## src/design/bsa_pkg.sv

```systemverilog
`timescale 1ns / 1ps
`default_nettype none
// ----------------------------------------------------------------------------
// Bitmap slot allocator package
// Shared widths, field positions, status and command codes, the command word
// that travels from the front end to the back end, and the lowest-bit finder.
// ----------------------------------------------------------------------------
package bsa_pkg;

    localparam int SLOTS_DEFAULT = 512;

    localparam int BASE_W       = 48;
    localparam int SIZE_W       = 16;
    localparam int ADDR_W       = 49;
    localparam int OFFSET_W     = 49;
    localparam int STATUS_W     = 3;
    localparam int SLOT_FIELD_W = 9;
    localparam int FREE_FIELD_W = 10;

    // Stream word layouts, lowest field first.
    localparam int IN_TDATA_W   = 72;
    localparam int IN_SIZE_LSB  = 0;
    localparam int IN_ADDR_LSB  = IN_SIZE_LSB + SIZE_W;
    localparam int IN_USED_W    = IN_ADDR_LSB + ADDR_W;

    localparam int OUT_TDATA_W    = 72;
    localparam int OUT_STATUS_LSB = 0;
    localparam int OUT_GRANT_LSB  = OUT_STATUS_LSB + STATUS_W;
    localparam int OUT_SLOT_LSB   = OUT_GRANT_LSB + ADDR_W;
    localparam int OUT_FREE_LSB   = OUT_SLOT_LSB + SLOT_FIELD_W;
    localparam int OUT_USED_W     = OUT_FREE_LSB + FREE_FIELD_W;

    // Configuration port.
    localparam int CFG_INDEX_W = 1;
    localparam int CFG_DATA_W  = 48;
    localparam logic [CFG_INDEX_W-1:0] CFG_BASE_ADDRESS = 1'd0;
    localparam logic [CFG_INDEX_W-1:0] CFG_SLOT_BYTES   = 1'd1;
    localparam logic [SIZE_W-1:0]      SLOT_BYTES_RESET = 16'd64;

    // Request kinds carried in tuser.
    localparam logic OP_ALLOC = 1'b0;
    localparam logic OP_FREE  = 1'b1;

    // Result status codes.
    localparam logic [STATUS_W-1:0] ST_OK       = 3'd0;
    localparam logic [STATUS_W-1:0] ST_FULL     = 3'd1;
    localparam logic [STATUS_W-1:0] ST_MISMATCH = 3'd2;
    localparam logic [STATUS_W-1:0] ST_INVALID  = 3'd3;
    localparam logic [STATUS_W-1:0] ST_DOUBLE   = 3'd4;

    localparam int QUEUE_DEPTH = 2;

    typedef enum logic [1:0] {
        CMD_ALLOC,
        CMD_FREE,
        CMD_MISMATCH,
        CMD_INVALID
    } cmd_kind_t;

    typedef struct packed {
        cmd_kind_t             kind;
        logic [OFFSET_W-1:0]   offset;
    } cmd_t;

    typedef struct packed {
        logic full;
        logic empty;
    } queue_status_t;

    localparam logic [31:0] MASK_ODD  = 32'h55555555;
    localparam logic [31:0] MASK_PAIR = 32'h33333333;
    localparam logic [31:0] MASK_NIB  = 32'h0F0F0F0F;
    localparam logic [31:0] MASK_BYTE = 32'h00FF00FF;
    localparam logic [31:0] MASK_HALF = 32'h0000FFFF;

    // Position of the lowest set bit of a bitmap word (0 when the word is 0).
    function automatic logic [4:0] lowest_set_bit(input logic [31:0] map_word);
        logic [31:0] iso;
        logic [4:0]  idx;
        iso    = map_word & (~map_word + 32'd1);
        idx[0] = |(iso & ~MASK_ODD);
        idx[1] = |(iso & ~MASK_PAIR);
        idx[2] = |(iso & ~MASK_NIB);
        idx[3] = |(iso & ~MASK_BYTE);
        idx[4] = |(iso & ~MASK_HALF);
        return idx;
    endfunction

endpackage
`default_nettype wire

```

## src/design/bsa_front.sv

```systemverilog
`timescale 1ns / 1ps
`default_nettype none
// ----------------------------------------------------------------------------
// Bitmap slot allocator front end
// Accepts request words, checks the size and the lower pool bound, and turns
// each request into a command for the queue.
// ----------------------------------------------------------------------------
module bsa_front
(
    input  wire logic                          s_tvalid,
    output logic                               s_tready,
    input  wire logic                          operation,
    input  wire logic [bsa_pkg::SIZE_W-1:0]    request_size,
    input  wire logic [bsa_pkg::ADDR_W-1:0]    release_address,
    input  wire logic [bsa_pkg::BASE_W-1:0]    base_address,
    input  wire logic [bsa_pkg::SIZE_W-1:0]    slot_bytes,
    input  wire bsa_pkg::queue_status_t        queue_status,
    output logic                               push,
    output bsa_pkg::cmd_t                      cmd
);

    logic [bsa_pkg::OFFSET_W:0] offset;

    // One extra bit catches an address below the pool base as a borrow.
    assign offset = {1'b0, release_address} - {2'b00, base_address};

    assign s_tready = !queue_status.full;
    assign push     = s_tvalid && s_tready;

    always_comb
    begin
        cmd.offset = offset[bsa_pkg::OFFSET_W-1:0];
        if (operation == bsa_pkg::OP_ALLOC)
        begin
            cmd.kind = (request_size == slot_bytes) ? bsa_pkg::CMD_ALLOC
                                                    : bsa_pkg::CMD_MISMATCH;
        end
        else
        begin
            cmd.kind = offset[bsa_pkg::OFFSET_W] ? bsa_pkg::CMD_INVALID
                                                 : bsa_pkg::CMD_FREE;
        end
    end

endmodule
`default_nettype wire

```

## src/design/bsa_queue.sv

```systemverilog
`timescale 1ns / 1ps
`default_nettype none
// ----------------------------------------------------------------------------
// Bitmap slot allocator command queue
// A short first-in first-out queue of commands between front and back end.
// ----------------------------------------------------------------------------
module bsa_queue
(
    input  wire logic                   clk,
    input  wire logic                   rst_n,
    input  wire logic                   push,
    input  wire bsa_pkg::cmd_t          cmd_in,
    input  wire logic                   pop,
    output bsa_pkg::cmd_t               cmd_out,
    output bsa_pkg::queue_status_t      queue_status
);

    localparam int DEPTH = bsa_pkg::QUEUE_DEPTH;
    localparam int PTR_W = (DEPTH > 1) ? $clog2(DEPTH) : 1;
    localparam int CNT_W = $clog2(DEPTH + 1);
    localparam logic [PTR_W-1:0] LAST_PTR = PTR_W'(DEPTH - 1);
    localparam logic [CNT_W-1:0] FULL_CNT = CNT_W'(DEPTH);

    bsa_pkg::cmd_t      entries [DEPTH];
    logic [PTR_W-1:0]   wr_ptr_reg;
    logic [PTR_W-1:0]   rd_ptr_reg;
    logic [CNT_W-1:0]   count_reg;

    assign queue_status.full  = (count_reg == FULL_CNT);
    assign queue_status.empty = (count_reg == '0);
    assign cmd_out            = entries[rd_ptr_reg];

    always_ff @(posedge clk)
    begin
        if (push)
        begin
            entries[wr_ptr_reg] <= cmd_in;
        end
    end

    always_ff @(posedge clk or negedge rst_n)
    begin
        if (!rst_n)
        begin
            wr_ptr_reg <= '0;
            rd_ptr_reg <= '0;
            count_reg  <= '0;
        end
        else
        begin
            if (push)
            begin
                wr_ptr_reg <= (wr_ptr_reg == LAST_PTR) ? '0 : wr_ptr_reg + 1'b1;
            end
            if (pop)
            begin
                rd_ptr_reg <= (rd_ptr_reg == LAST_PTR) ? '0 : rd_ptr_reg + 1'b1;
            end
            if (push && !pop)
            begin
                count_reg <= count_reg + 1'b1;
            end
            else if (pop && !push)
            begin
                count_reg <= count_reg - 1'b1;
            end
        end
    end

endmodule
`default_nettype wire

```

## src/design/bsa_back.sv

```systemverilog
`timescale 1ns / 1ps
`default_nettype none
// ----------------------------------------------------------------------------
// Bitmap slot allocator back end
// Executes commands against the free bitmap: word scan for allocation,
// restoring division and read-modify-write for release, result register.
// ----------------------------------------------------------------------------
module bsa_back
#(
    parameter int SLOTS = bsa_pkg::SLOTS_DEFAULT
)
(
    input  wire logic                                clk,
    input  wire logic                                rst_n,
    input  wire logic [bsa_pkg::BASE_W-1:0]          base_address,
    input  wire logic [bsa_pkg::SIZE_W-1:0]          slot_bytes,
    input  wire bsa_pkg::queue_status_t              queue_status,
    input  wire bsa_pkg::cmd_t                       cmd,
    output logic                                     pop,
    output logic                                     out_valid,
    input  wire logic                                out_ready,
    output logic [bsa_pkg::STATUS_W-1:0]             status,
    output logic [bsa_pkg::ADDR_W-1:0]               granted_address,
    output logic [bsa_pkg::SLOT_FIELD_W-1:0]         slot_index,
    output logic [bsa_pkg::FREE_FIELD_W-1:0]         free_slots
);

    localparam int MAP_WORDS = (SLOTS + 31) / 32;
    localparam int WORD_W    = (MAP_WORDS > 1) ? $clog2(MAP_WORDS) : 1;
    localparam int SLOT_W    = $clog2(SLOTS);
    localparam int CNT_W     = $clog2(SLOTS + 1);
    localparam int DIV_W     = bsa_pkg::SIZE_W + SLOT_W;
    localparam int STEP_W    = $clog2(SLOT_W);
    localparam int TAIL_BITS = SLOTS % 32;
    localparam logic [31:0] LAST_MASK =
        (TAIL_BITS == 0) ? 32'hFFFFFFFF : ((32'd1 << TAIL_BITS) - 32'd1);
    localparam logic [WORD_W-1:0] LAST_WORD = WORD_W'(MAP_WORDS - 1);
    localparam logic [CNT_W-1:0]  CNT_RESET = CNT_W'(SLOTS);
    localparam logic [STEP_W-1:0] LAST_STEP = STEP_W'(SLOT_W - 1);
    localparam logic [DIV_W-1:0]  SLOTS_EXT = DIV_W'(SLOTS);

    typedef enum logic [3:0] {
        S_IDLE,
        S_FCHECK,
        S_DIV,
        S_FREAD,
        S_FUPD,
        S_SCAN,
        S_AMUL,
        S_AADD,
        S_RESP
    } state_t;

    state_t                          state_reg;
    logic [bsa_pkg::OFFSET_W-1:0]    offset_reg;
    logic [DIV_W-1:0]                span_reg;
    logic [DIV_W-1:0]                rem_reg;
    logic [DIV_W-1:0]                div_reg;
    logic [SLOT_W-1:0]               quo_reg;
    logic [STEP_W-1:0]               step_reg;
    logic [WORD_W-1:0]               iss_reg;
    logic                            iss_done_reg;
    logic                            rdv_reg;
    logic [SLOT_W-1:0]               slot_reg;
    logic [DIV_W-1:0]                prod_reg;
    logic [bsa_pkg::STATUS_W-1:0]    res_status_reg;
    logic [bsa_pkg::ADDR_W-1:0]      res_granted_reg;
    logic [CNT_W-1:0]                free_total_reg;
    logic [MAP_WORDS-1:0]            word_valid_reg;
    logic                            out_valid_reg;
    logic [bsa_pkg::STATUS_W-1:0]    out_status_reg;
    logic [bsa_pkg::ADDR_W-1:0]      out_granted_reg;
    logic [bsa_pkg::SLOT_FIELD_W-1:0] out_slot_reg;
    logic [bsa_pkg::FREE_FIELD_W-1:0] out_free_reg;

    // Bitmap memory: one write and one registered read per cycle.
    logic [31:0]        map_mem [MAP_WORDS];
    logic [31:0]        rd_data_reg;
    logic               rd_vld_reg;
    logic [WORD_W-1:0]  rd_tag_reg;

    logic [31:0]        map_word;
    logic [4:0]         bit_sel;
    logic [4:0]         found_bit;
    logic [WORD_W-1:0]  quo_word;
    logic               mem_re;
    logic [WORD_W-1:0]  mem_raddr;
    logic               mem_we;
    logic [31:0]        mem_wdata;
    logic               rem_ge;
    logic               out_free;
    logic               load_out;

    // A word never written since reset reads as its reset image.
    assign map_word  = rd_vld_reg ? rd_data_reg
                                  : ((rd_tag_reg == LAST_WORD) ? LAST_MASK : 32'hFFFFFFFF);
    assign bit_sel   = quo_reg[4:0];
    assign found_bit = bsa_pkg::lowest_set_bit(map_word);
    assign quo_word  = WORD_W'(quo_reg >> 5);
    assign rem_ge    = (rem_reg >= div_reg);
    assign out_free  = !out_valid_reg || out_ready;
    assign load_out  = (state_reg == S_RESP) && out_free;
    assign pop       = (state_reg == S_IDLE) && !queue_status.empty;

    assign mem_re    = ((state_reg == S_SCAN) && !iss_done_reg) || (state_reg == S_FREAD);
    assign mem_raddr = (state_reg == S_FREAD) ? quo_word : iss_reg;

    always_comb
    begin
        mem_we    = 1'b0;
        mem_wdata = map_word;
        if ((state_reg == S_SCAN) && rdv_reg && (map_word != '0))
        begin
            mem_we    = 1'b1;
            mem_wdata = map_word & ~(32'd1 << found_bit);
        end
        else if ((state_reg == S_FUPD) && !map_word[bit_sel])
        begin
            mem_we    = 1'b1;
            mem_wdata = map_word | (32'd1 << bit_sel);
        end
    end

    always_ff @(posedge clk)
    begin
        if (mem_we)
        begin
            map_mem[rd_tag_reg] <= mem_wdata;
        end
        if (mem_re)
        begin
            rd_data_reg <= map_mem[mem_raddr];
            rd_vld_reg  <= word_valid_reg[mem_raddr];
            rd_tag_reg  <= mem_raddr;
        end
    end

    always_ff @(posedge clk or negedge rst_n)
    begin
        if (!rst_n)
        begin
            state_reg       <= S_IDLE;
            offset_reg      <= '0;
            span_reg        <= '0;
            rem_reg         <= '0;
            div_reg         <= '0;
            quo_reg         <= '0;
            step_reg        <= '0;
            iss_reg         <= '0;
            iss_done_reg    <= 1'b0;
            rdv_reg         <= 1'b0;
            slot_reg        <= '0;
            prod_reg        <= '0;
            res_status_reg  <= bsa_pkg::ST_OK;
            res_granted_reg <= '0;
            free_total_reg  <= CNT_RESET;
            word_valid_reg  <= '0;
            out_valid_reg   <= 1'b0;
            out_status_reg  <= bsa_pkg::ST_OK;
            out_granted_reg <= '0;
            out_slot_reg    <= '0;
            out_free_reg    <= '0;
        end
        else
        begin
            span_reg <= DIV_W'(slot_bytes) * SLOTS_EXT;

            if (mem_we)
            begin
                word_valid_reg[rd_tag_reg] <= 1'b1;
            end

            // A new result may replace the one taken at this same edge.
            if (load_out)
            begin
                out_valid_reg <= 1'b1;
            end
            else if (out_valid_reg && out_ready)
            begin
                out_valid_reg <= 1'b0;
            end

            unique case (state_reg)
                S_IDLE:
                begin
                    if (pop)
                    begin
                        offset_reg      <= cmd.offset;
                        iss_reg         <= '0;
                        iss_done_reg    <= 1'b0;
                        rdv_reg         <= 1'b0;
                        quo_reg         <= '0;
                        slot_reg        <= '0;
                        res_granted_reg <= '0;
                        unique case (cmd.kind)
                            bsa_pkg::CMD_ALLOC:    state_reg <= S_SCAN;
                            bsa_pkg::CMD_FREE:     state_reg <= S_FCHECK;
                            bsa_pkg::CMD_MISMATCH:
                            begin
                                res_status_reg <= bsa_pkg::ST_MISMATCH;
                                state_reg      <= S_RESP;
                            end
                            bsa_pkg::CMD_INVALID:
                            begin
                                res_status_reg <= bsa_pkg::ST_INVALID;
                                state_reg      <= S_RESP;
                            end
                        endcase
                    end
                end

                S_FCHECK:
                begin
                    // A zero object size gives an empty span, so every release fails here.
                    if (offset_reg < bsa_pkg::OFFSET_W'(span_reg))
                    begin
                        rem_reg   <= DIV_W'(offset_reg);
                        div_reg   <= DIV_W'(slot_bytes) << (SLOT_W - 1);
                        step_reg  <= LAST_STEP;
                        state_reg <= S_DIV;
                    end
                    else
                    begin
                        res_status_reg <= bsa_pkg::ST_INVALID;
                        state_reg      <= S_RESP;
                    end
                end

                S_DIV:
                begin
                    if (rem_ge)
                    begin
                        rem_reg <= rem_reg - div_reg;
                    end
                    quo_reg <= {quo_reg[SLOT_W-2:0], rem_ge};
                    div_reg <= div_reg >> 1;
                    if (step_reg == '0)
                    begin
                        state_reg <= S_FREAD;
                    end
                    else
                    begin
                        step_reg <= step_reg - 1'b1;
                    end
                end

                S_FREAD:
                begin
                    state_reg <= S_FUPD;
                end

                S_FUPD:
                begin
                    if (map_word[bit_sel])
                    begin
                        res_status_reg <= bsa_pkg::ST_DOUBLE;
                    end
                    else
                    begin
                        res_status_reg <= bsa_pkg::ST_OK;
                        slot_reg       <= quo_reg;
                        free_total_reg <= free_total_reg + 1'b1;
                    end
                    state_reg <= S_RESP;
                end

                S_SCAN:
                begin
                    // Reads are issued one word per cycle; each is checked in the cycle after it is issued.
                    if (!iss_done_reg)
                    begin
                        rdv_reg <= 1'b1;
                        if (iss_reg == LAST_WORD)
                        begin
                            iss_done_reg <= 1'b1;
                        end
                        else
                        begin
                            iss_reg <= iss_reg + 1'b1;
                        end
                    end
                    else
                    begin
                        rdv_reg <= 1'b0;
                    end

                    if (rdv_reg)
                    begin
                        if (map_word != '0)
                        begin
                            slot_reg       <= SLOT_W'({rd_tag_reg, found_bit});
                            free_total_reg <= free_total_reg - 1'b1;
                            res_status_reg <= bsa_pkg::ST_OK;
                            state_reg      <= S_AMUL;
                        end
                        else if (rd_tag_reg == LAST_WORD)
                        begin
                            res_status_reg <= bsa_pkg::ST_FULL;
                            state_reg      <= S_RESP;
                        end
                    end
                end

                S_AMUL:
                begin
                    prod_reg  <= DIV_W'(slot_reg) * DIV_W'(slot_bytes);
                    state_reg <= S_AADD;
                end

                S_AADD:
                begin
                    res_granted_reg <= {1'b0, base_address} + bsa_pkg::ADDR_W'(prod_reg);
                    state_reg       <= S_RESP;
                end

                S_RESP:
                begin
                    if (out_free)
                    begin
                        out_status_reg  <= res_status_reg;
                        out_granted_reg <= res_granted_reg;
                        out_slot_reg    <= bsa_pkg::SLOT_FIELD_W'(slot_reg);
                        out_free_reg    <= bsa_pkg::FREE_FIELD_W'(free_total_reg);
                        state_reg       <= S_IDLE;
                    end
                end

                default:
                begin
                    state_reg <= S_IDLE;
                end
            endcase
        end
    end

    assign out_valid       = out_valid_reg;
    assign status          = out_status_reg;
    assign granted_address = out_granted_reg;
    assign slot_index      = out_slot_reg;
    assign free_slots      = out_free_reg;

endmodule
`default_nettype wire

```

## src/design/bitmap_slot_allocator_core.sv

```systemverilog
`timescale 1ns / 1ps
`default_nettype none
// ----------------------------------------------------------------------------
// Bitmap slot allocator core
// First-fit allocator for one pool of equal-sized slots tracked by a free
// bitmap, with a stream request port, a stream result port and two registers.
// ----------------------------------------------------------------------------
// Each request word (tuser 0 = allocate, 1 = free) yields exactly one result
// word. An allocate whose size equals the slot size register claims the lowest
// free slot and returns base_address + slot * slot size; a free maps the
// address back to its slot by a restoring division, one quotient bit per
// cycle. The front end takes request words into a two-entry command queue
// while the back end works, so intake stops only once both queue entries are
// taken, for instance while a result waits in the output register. The back
// end handles one request at a time. An allocate scans the bitmap, reading one
// 32-bit word per cycle from the bitmap memory, until it finds a free slot or
// has checked the last word. A free runs the divider, then reads the bitmap
// word of its slot and marks the slot free. Size mismatches and addresses
// below the base go straight from the idle state to the result. The bitmap
// needs no clearing pass after reset: a valid flag per word makes a word that
// was never written read as all free. Registers may be written only while no
// request is in flight.
// ----------------------------------------------------------------------------
module bitmap_slot_allocator_core
#(
    parameter int SLOTS = bsa_pkg::SLOTS_DEFAULT
)
(
    input  wire logic                                 clk,
    input  wire logic                                 rst_n,

    input  wire logic                                 s_tvalid,
    output logic                                      s_tready,
    // [15:0] request_size, [64:16] release_address, [71:65] zero
    input  wire logic [bsa_pkg::IN_TDATA_W-1:0]       s_tdata,
    // [0] operation
    input  wire logic                                 s_tuser,

    output logic                                      m_tvalid,
    input  wire logic                                 m_tready,
    // [2:0] status, [51:3] granted_address, [60:52] slot_index,
    // [70:61] free_slots, [71] zero
    output logic [bsa_pkg::OUT_TDATA_W-1:0]           m_tdata,

    input  wire logic                                 cfg_we,
    input  wire logic [bsa_pkg::CFG_INDEX_W-1:0]      cfg_index,
    input  wire logic [bsa_pkg::CFG_DATA_W-1:0]       cfg_data
);

    logic [bsa_pkg::BASE_W-1:0]        base_address_reg;
    logic [bsa_pkg::SIZE_W-1:0]        slot_bytes_reg;

    bsa_pkg::queue_status_t            queue_status;
    bsa_pkg::cmd_t                     front_cmd;
    bsa_pkg::cmd_t                     back_cmd;
    logic                              push;
    logic                              pop;

    logic [bsa_pkg::STATUS_W-1:0]      status;
    logic [bsa_pkg::ADDR_W-1:0]        granted_address;
    logic [bsa_pkg::SLOT_FIELD_W-1:0]  slot_index;
    logic [bsa_pkg::FREE_FIELD_W-1:0]  free_slots;

    // Configuration registers; an index outside the list is dropped.
    always_ff @(posedge clk or negedge rst_n)
    begin
        if (!rst_n)
        begin
            base_address_reg <= '0;
            slot_bytes_reg   <= bsa_pkg::SLOT_BYTES_RESET;
        end
        else if (cfg_we)
        begin
            if (cfg_index == bsa_pkg::CFG_BASE_ADDRESS)
            begin
                base_address_reg <= cfg_data[bsa_pkg::BASE_W-1:0];
            end
            else if (cfg_index == bsa_pkg::CFG_SLOT_BYTES)
            begin
                slot_bytes_reg <= cfg_data[bsa_pkg::SIZE_W-1:0];
            end
        end
    end

    bsa_front u_front
    (
        .s_tvalid        (s_tvalid),
        .s_tready        (s_tready),
        .operation       (s_tuser),
        .request_size    (s_tdata[bsa_pkg::IN_ADDR_LSB-1:bsa_pkg::IN_SIZE_LSB]),
        .release_address (s_tdata[bsa_pkg::IN_USED_W-1:bsa_pkg::IN_ADDR_LSB]),
        .base_address    (base_address_reg),
        .slot_bytes      (slot_bytes_reg),
        .queue_status    (queue_status),
        .push            (push),
        .cmd             (front_cmd)
    );

    bsa_queue u_queue
    (
        .clk             (clk),
        .rst_n           (rst_n),
        .push            (push),
        .cmd_in          (front_cmd),
        .pop             (pop),
        .cmd_out         (back_cmd),
        .queue_status    (queue_status)
    );

    bsa_back
    #(
        .SLOTS           (SLOTS)
    )
    u_back
    (
        .clk             (clk),
        .rst_n           (rst_n),
        .base_address    (base_address_reg),
        .slot_bytes      (slot_bytes_reg),
        .queue_status    (queue_status),
        .cmd             (back_cmd),
        .pop             (pop),
        .out_valid       (m_tvalid),
        .out_ready       (m_tready),
        .status          (status),
        .granted_address (granted_address),
        .slot_index      (slot_index),
        .free_slots      (free_slots)
    );

    assign m_tdata = {
        {(bsa_pkg::OUT_TDATA_W - bsa_pkg::OUT_USED_W){1'b0}},
        free_slots,
        slot_index,
        granted_address,
        status
    };

endmodule
`default_nettype wire

```

## config.mk

```make
export PLATFORM = sky130hd
export DESIGN_NAME = bitmap_slot_allocator_core
export DESIGN_NICKNAME = d
export VERILOG_FILES = /design/src/design/bsa_pkg.sv /design/src/design/bsa_front.sv /design/src/design/bsa_queue.sv /design/src/design/bsa_back.sv /design/src/design/bitmap_slot_allocator_core.sv
export SDC_FILE = /design/constraint.sdc
export NUM_CORES = 2
export LEC_CHECK = 0
export BUFFER_PORTS_ARGS = -buffer_cell sky130_fd_sc_hd__buf_2
export CORE_ASPECT_RATIO = 1.75
export CORE_MARGIN = 1
export CORE_UTILIZATION = 32
export DETAILED_ROUTE_END_ITERATION = 8
export GPL_TIMING_DRIVEN = 0
export SYNTH_ARGS = -nofsm -noshare
export SYNTH_HDL_FRONTEND = slang
export SYNTH_HIERARCHICAL = 1
export SYNTH_SLANG_ARGS = --single-unit
```

## constraint.sdc

```tcl
create_clock -name clk -period 5.8 [get_ports clk]
set_clock_uncertainty 0.05 [all_clocks]
set_input_delay 0.29 -clock clk [delete_from_list [all_inputs] [get_ports clk]]
set_output_delay 0.29 -clock clk [all_outputs]
set_load 0.02 [all_outputs]
```

Yosys cells after proc, flatten, opt, wreduce, memory -nomap -nowiden
Memories as Yosys holds them, arrays and structs flattened. A register that Yosys moved wholly into a read port is not among the register bits.
Index checks and enable logic that the tools add are counted.
{"block": "totals", "register_bits": 395, "ram_bits": 614, "inputBits": 127, "output_inout_bits": 74, "word_cells": 215, "mem_count": 2}
{"name": "u_back.map_mem", "depth": 16, "word_bits": 32, "read_ports": 1, "rd_clocked_by_memory_dff": 1, "write_ports": 1, "line_no": "bsa_back.sv:77", "source": "logic [31:0] map_mem [MAP_WORDS];"}
{"name": "u_queue.entries", "depth": 2, "word_bits": 51, "read_ports": 1, "rd_clocked_by_memory_dff": 0, "write_ports": 1, "line_no": "bsa_queue.sv:24", "source": "bsa_pkg::cmd_t entries [DEPTH];"}
{"block": "op_classes", "addsub": 12, "multipliers": 1, "order_cmp": 6, "n_eq_ne": 29, "n_shift": 2, "mux": 72, "bitwise": 7, "reduce_logical": 56}
{"op": "25-bit case mux with 2 select lines", "n": 2}
{"op": "49-bit case mux with 2 select lines", "n": 1}
{"op": "32-bit two-way mux", "n": 3}
{"op": "16-bit OR reduction", "n": 5}
{"op": "25-bit two-way mux", "n": 3}
{"op": "32-bit bitwise AND", "n": 2}
{"op": "32-bit NOT", "n": 2}
{"op": "1-bit by 5-bit left shift with 32-bit output (first input constant)", "n": 2}
{"op": "4-bit two-way mux", "n": 13}
{"op": "49-bit by 48-bit subtractor with 50-bit output", "n": 1}
{"op": "48-bit by 25-bit adder with 49-bit output", "n": 1}
{"op": "49-bit by 25-bit < comparator with 1-bit output", "n": 1}
{"op": "49-bit two-way mux", "n": 1}
{"op": "9-bit two-way mux", "n": 4}
{"op": "32-bit by 1-bit adder with 32-bit output (second input constant)", "n": 1}
{"op": "32-bit bitwise OR", "n": 1}
{"op": "4-bit case mux with 8 select lines", "n": 1}
{"op": "32-bit nonzero test", "n": 1}
{"op": "10-bit two-way mux", "n": 3}
{"op": "9-bit case mux with 3 select lines", "n": 1}
{"op": "25-bit >= comparator", "n": 1}
{"op": "9-bit by 16-bit multiplier with 25-bit output", "n": 1}
{"op": "25-bit subtractor", "n": 1}
{"op": "10-bit case mux with 2 select lines", "n": 1}
{"op": "49 further kinds", "n": 132}

Depth between registers and ports, before layout
{"block": "logic_depth", "depth_word": 9, "mapped_depth": 22, "depth_no_buf": 20}

Hierarchy
The synthesis kept the hierarchy.
{"module": "bsa_back", "instances": 1, "cells_per_inst": 3932, "area_per_inst_um2": 43120.1, "seq_area_each_um2": 24519.8}
{"module": "bsa_queue", "instances": 1, "cells_per_inst": 175, "area_per_inst_um2": 4119.0, "seq_area_each_um2": 3163.0}
{"module": "bsa_front", "instances": 1, "cells_per_inst": 479, "area_per_inst_um2": 3240.6, "seq_area_each_um2": 0.0}
{"module": "bitmap_slot_allocator_core", "instances": 1, "cells_per_inst": 138, "area_per_inst_um2": 2507.4, "seq_area_each_um2": 1602.8}

Worst setup path after synthesis
OpenSTA, ideal clock, no wires.
{"block": "synth_timing", "path_kind": "reg-to-reg", "startpoint": "reg u_back.slot_reg[2]", "endpoint": "reg u_back.prod_reg[24]", "setup_time_ns": 0.134, "arrival_ns": 5.052, "t_required_ns": 5.616, "slack_ns": 0.564, "stages_incl_launch_ff": 21, "n_path_buf": 2, "period_less_slack_ns": 5.236, "cell_sequence": "dfrtp_1 > clkbuf_1 > clkbuf_1 > nand2_1 > fa_1 > inv_1 > fa_1 > inv_1 > fa_1 > fa_1 > inv_1 > ha_1 > o21a_1 > o31a_1 > o41a_1 > o221a_2 > nand2b_1 > a21boi_0 > a21oi_1 > xnor2_1 > o21ai_0"}
{"block": "synth_between", "elab_chain_cells": 1}
{"item": "start, declared", "line_no": "bsa_back.sv:64", "source": "logic [SLOT_W-1:0] slot_reg;"}
{"item": "start signal, assigned", "line_no": "bsa_back.sv:261", "source": "slot_reg <= quo_reg;"}
{"item": "start signal, assigned", "line_no": "bsa_back.sv:291", "source": "slot_reg <= SLOT_W'({rd_tag_reg, found_bit});"}
{"item": "9-bit by 16-bit multiplier with 25-bit output", "line_no": "bsa_back.sv:306", "source": "prod_reg <= DIV_W'(slot_reg) * DIV_W'(slot_bytes);"}
{"item": "end signal, assigned", "line_no": "bsa_back.sv:306"}
{"item": "end, declared", "line_no": "bsa_back.sv:65", "source": "logic [DIV_W-1:0] prod_reg;"}
No other way between the ends.
A chain may end at the register's enable or synchronous reset.

Final worst setup path
{"block": "layout_timing", "startpoint": "reg slot_bytes_reg[14] (netlist name)", "endpoint": "reg u_back.prod_reg[24]"}
{"block": "layout_between", "elab_chain_cells": 1}
{"item": "start, declared", "line_no": "bitmap_slot_allocator_core.sv:51", "source": "logic [bsa_pkg::SIZE_W-1:0] slot_bytes_reg;"}
{"item": "start signal, assigned", "line_no": "bitmap_slot_allocator_core.sv:70", "source": "slot_bytes_reg <= bsa_pkg::SLOT_BYTES_RESET;"}
{"item": "start signal, assigned", "line_no": "bitmap_slot_allocator_core.sv:80", "source": "slot_bytes_reg <= cfg_data[bsa_pkg::SIZE_W-1:0];"}
{"item": "9-bit by 16-bit multiplier with 25-bit output", "line_no": "bsa_back.sv:306"}
No other way between the ends.

==> flow_summary_export.csv <==
group,metric,value,unit
drt,ant_nets,0,
yosys,ys_top_cells_by_count,"nand2_1 (973), edfxtp_1 (651), dfrtp_1 (387)",
yosys,seq_area_frac_synth,55.3,%
finish,top_register,"u_back/map_mem",
yosys,netlist_area,53000,um2
sta,setup_viol,0,
sta,hold_slack,0.0856,ns
finish,areaGrowthSynthToFinish,15.3,%
setup_path,start_kind,"flop",
finish,multi_input_area,21800,um2
floorplan,rows,197,
sta,maxSlewHeadroom,0.273,%
yosys,synth_top_area_cell,"edfxtp_1",
sta,min_period,5.61,ns
flow_run,cap_violations,1,
drt,num_vias,38000,
yosys,synth_edf_count,651,
yosys,synth_area_leaders,"edfxtp_1 (37%), dfrtp_1 (18%), nand2_1 (6.9%)",
finish,drive_above_1_share,14.1,%
finish,seqCellArea,29300,um2
pwr,cellLeakagePower,24.7,nW
yosys,postSynthCellCount,4724,
global_route,grt_max_degree,116,
sta,rsz0062_at_grt,"true",
drt,dr.pass1.iters,5,
yosys,post_synth.cell_area_avg,11.2,um2
global_route,antenna_found_initial,7,
cts,cts.clk_slew.worst_paths,0.07,ns
placement,port_buffers,192,
floorplan,coreArea,164000,um2
yosys,ys_ff_latch,1040,
cts,root_buffer,"clkbuf_16",
setup_path,r2r_cells,18,
yosys,async_reset_ff_share,37.4,%
floorplan,fp.dieH,540,um
drt,wire_per_inst,23.3,um
run_status,violations,"capacitance limit",
floorplan,initial_core_util,32.2,%
yosys,synth_ff_type,"edfxtp_1",
finish,largest_reg_flops,512,
setup_path,worst_ep_arrival_time,6.12,ns
cts,clockBufferDepth,3,
cts,cts-buffers-inserted,95,
placement,gp_congestion,0.950,
finish,largestRegisters,"u_back/map_mem: 512 flops, u_queue/entries: 102 flops",
yosys,ys_warn_count,6,
drt,avgViaCountPerCell,5.17,
cts,cts_tree,"built",
placement,dp_hpwl,131,mm
cts,htreeDepth,3,
drt,drcViolationCount,0,
cts,clock_latency,0.71,ns
sta,fmax,0.178,GHz
global_route,grt_pass1_wl,252,mm
global_route,track_usage,20.3,%
finish,nFillCells,16100,
sta,worstMarginPinSlew,1.50,ns
run_status,status,"finished, violations left",
global_route,grt-ovfl-total,0,
yosys,synth_fp_nets,5122,
setup_path,crit_top_cell,"fa_1",
floorplan,ios,201,
setup_path,end_kind,"flop",
global_route,grt_pass1_vias,39600,
setup_path,worstPathMaxFanout,10,
setup_path,path_cells,"clkbuf_2 -> nand2_1 -> fa_1 -> inv_1 -> fa_1 -> inv_1 -> fa_1 -> fa_1 -> inv_1 -> ha_1 -> a21o_1 -> or3_1 -> o221a_2 -> nand2b_1 -> a21boi_1 -> a21oi_1 -> xnor2_1 -> o21ai_0",
pwr,power,0.0296,W
floorplan,die_area,167000,um2
sta,hold_viol,0,
setup_path,crit_type,"reg2reg",
yosys,ys_types,107,
setup_path,required,6.30,ns
worst_hold_path,hold_path_class,"in2async",
drt,routed_wirelength,172,mm
setup_path,slowest_delay,0.73,ns
sta,post-route-period-util,96.7,%
yosys,synth.most_common_cell,"nand2_1",
pwr,p_per_area,485,nW/um2
cts,cts_sinks,1040,
finish,nets,5479,
pwr,irDropWorstVdd,807,uV
yosys,yosysTopAreaCellShare,36.9,%
sta,drv_slew,0,
floorplan,dieWidth,310,um
drt,drt_iter0_drc,2984,
setup_path,crit_slowest_cell,"dfrtp_1",
-- critical path, delay by kind of cell, from the launching register on --
family | cells | cell delay [ns]
fa+ha+maj | 5 | 2.35
compound gates | 5 | 0.95
flops | 1 | 0.73
simple gates | 3 | 0.66
buf+inv | 4 | 0.53
xor+xnor | 1 | 0.16
-- cells in the final DEF (no fill, tap or decap), types with 18 or more instances in the layout --
cell type / instances
nand2_1: 973
edfxtp_1: 651
dfrtp_1: 369
inv_1: 253
a21oi_1: 207
buf_2: 205
clkbuf_1: 197
ha_1: 168
nor2_1: 163
o21ai_0: 161
mux2_2: 125
and3_1: 116
nand3_1: 111
fa_1: 103
clkbuf_16: 95
xor2_1: 86
and2_1: 78
a311oi_1: 74
a31oi_1: 74
xnor2_1: 71
mux2_4: 69
a211oi_1: 67
a21o_1: 57
dlygate4sd3_1: 53
nand2b_1: 34
nor3_1: 33
nand4_1: 31
nor2b_1: 27
nor4_1: 24
buf_12: 23
a221o_1: 20
dfrtp_2: 18
-- where the power goes --
group	internal, W	switching, W	total (W)
Clock	0.00343	0.00296	0.00639
Combinational	0.00533	0.00831	0.0136
Sequential	0.00879	0.000780	0.00957
-- stage by stage --
step | cell area, um2 | setup TNS, ns | util, % | setup WS [ns] | instances
after floorplan | 53000 | 0 | - | 0.564 | 4724
after global placement | 56700 | -1573.43 | 34.5 | -3.70 | 7105
after CTS | 61000 | 0 | 37.1 | 0.0118 | 7347
after detailed placement | 57300 | -2.08 | 34.9 | -0.424 | 7130
after global routing | 61100 | -0.0662 | 37.2 | -0.0662 | 7356
final | 61100 | 0 | 37.2 | 0.189 | 7357
-- final timing paths --
path,start,to,slack [ns]
min in group clk,cfg_we,slot_bytes_reg[15],0.09
max reg2reg,slot_bytes_reg[14],u_back/prod_reg[24],0.19
max in group asynchronous,rst_n,u_back/free_slots[6],4.03
min,rst_n,base_address_reg[29],0.09
max,slot_bytes_reg[14],u_back/prod_reg[24],0.19
min reg2reg,u_back/word_valid_reg[11],u_back/word_valid_reg[11],0.41
-- cell families (layout without fill, tap and decap cells) --
kind of cell / count (synthesis) / after routing / share of synthesized area [%]
DFF: 1040 / 1040 / 55.3
AOI/OAI and AO/OA: 841 / 841 / 10.5
adders and majority gates: 271 / 271 / 7.86
buffers and inverters: 505 / 943 / 3.99
and+or+nand+nor: 1692 / 1692 / 14.5
other: 1 / 7 / 0.00708
muxes: 217 / 217 / 5.28
xor gates and xnor gates: 157 / 157 / 2.60
-- layer usage --
layer  routed length, um  GRT usage [%]
met1               58500           20.1
met2               92800           38.6
met3                7270           2.51
met4               13100           14.1
met5                   0              0
-- cell type report --
cell class                 count  area share, %
buffer                       235           1.84
tap                         2189           4.48
inverter                     256           1.57
clock buffer                 130           4.26
multi-input combinational   3179           35.7
antenna                        6         0.0246
timing repair buffer         274           3.32
clock inverter                48          0.844
sequential                  1040           48.0
-- repair_timing --
| item | in CTS | in global routing |
|---|---|---|
| endpoints found under the setup margin | 9 | 6 |
| setup buffers | 0 | 2 |
| pin swaps | 0 | 1 |
| gates resized for setup | 21 | 21 |
| gates cloned | 0 | 0 |
| endpoints found under the hold margin | 139 | 0 |
| hold buffers | 53 | 0 |
(Power assumes the default switching activity.)
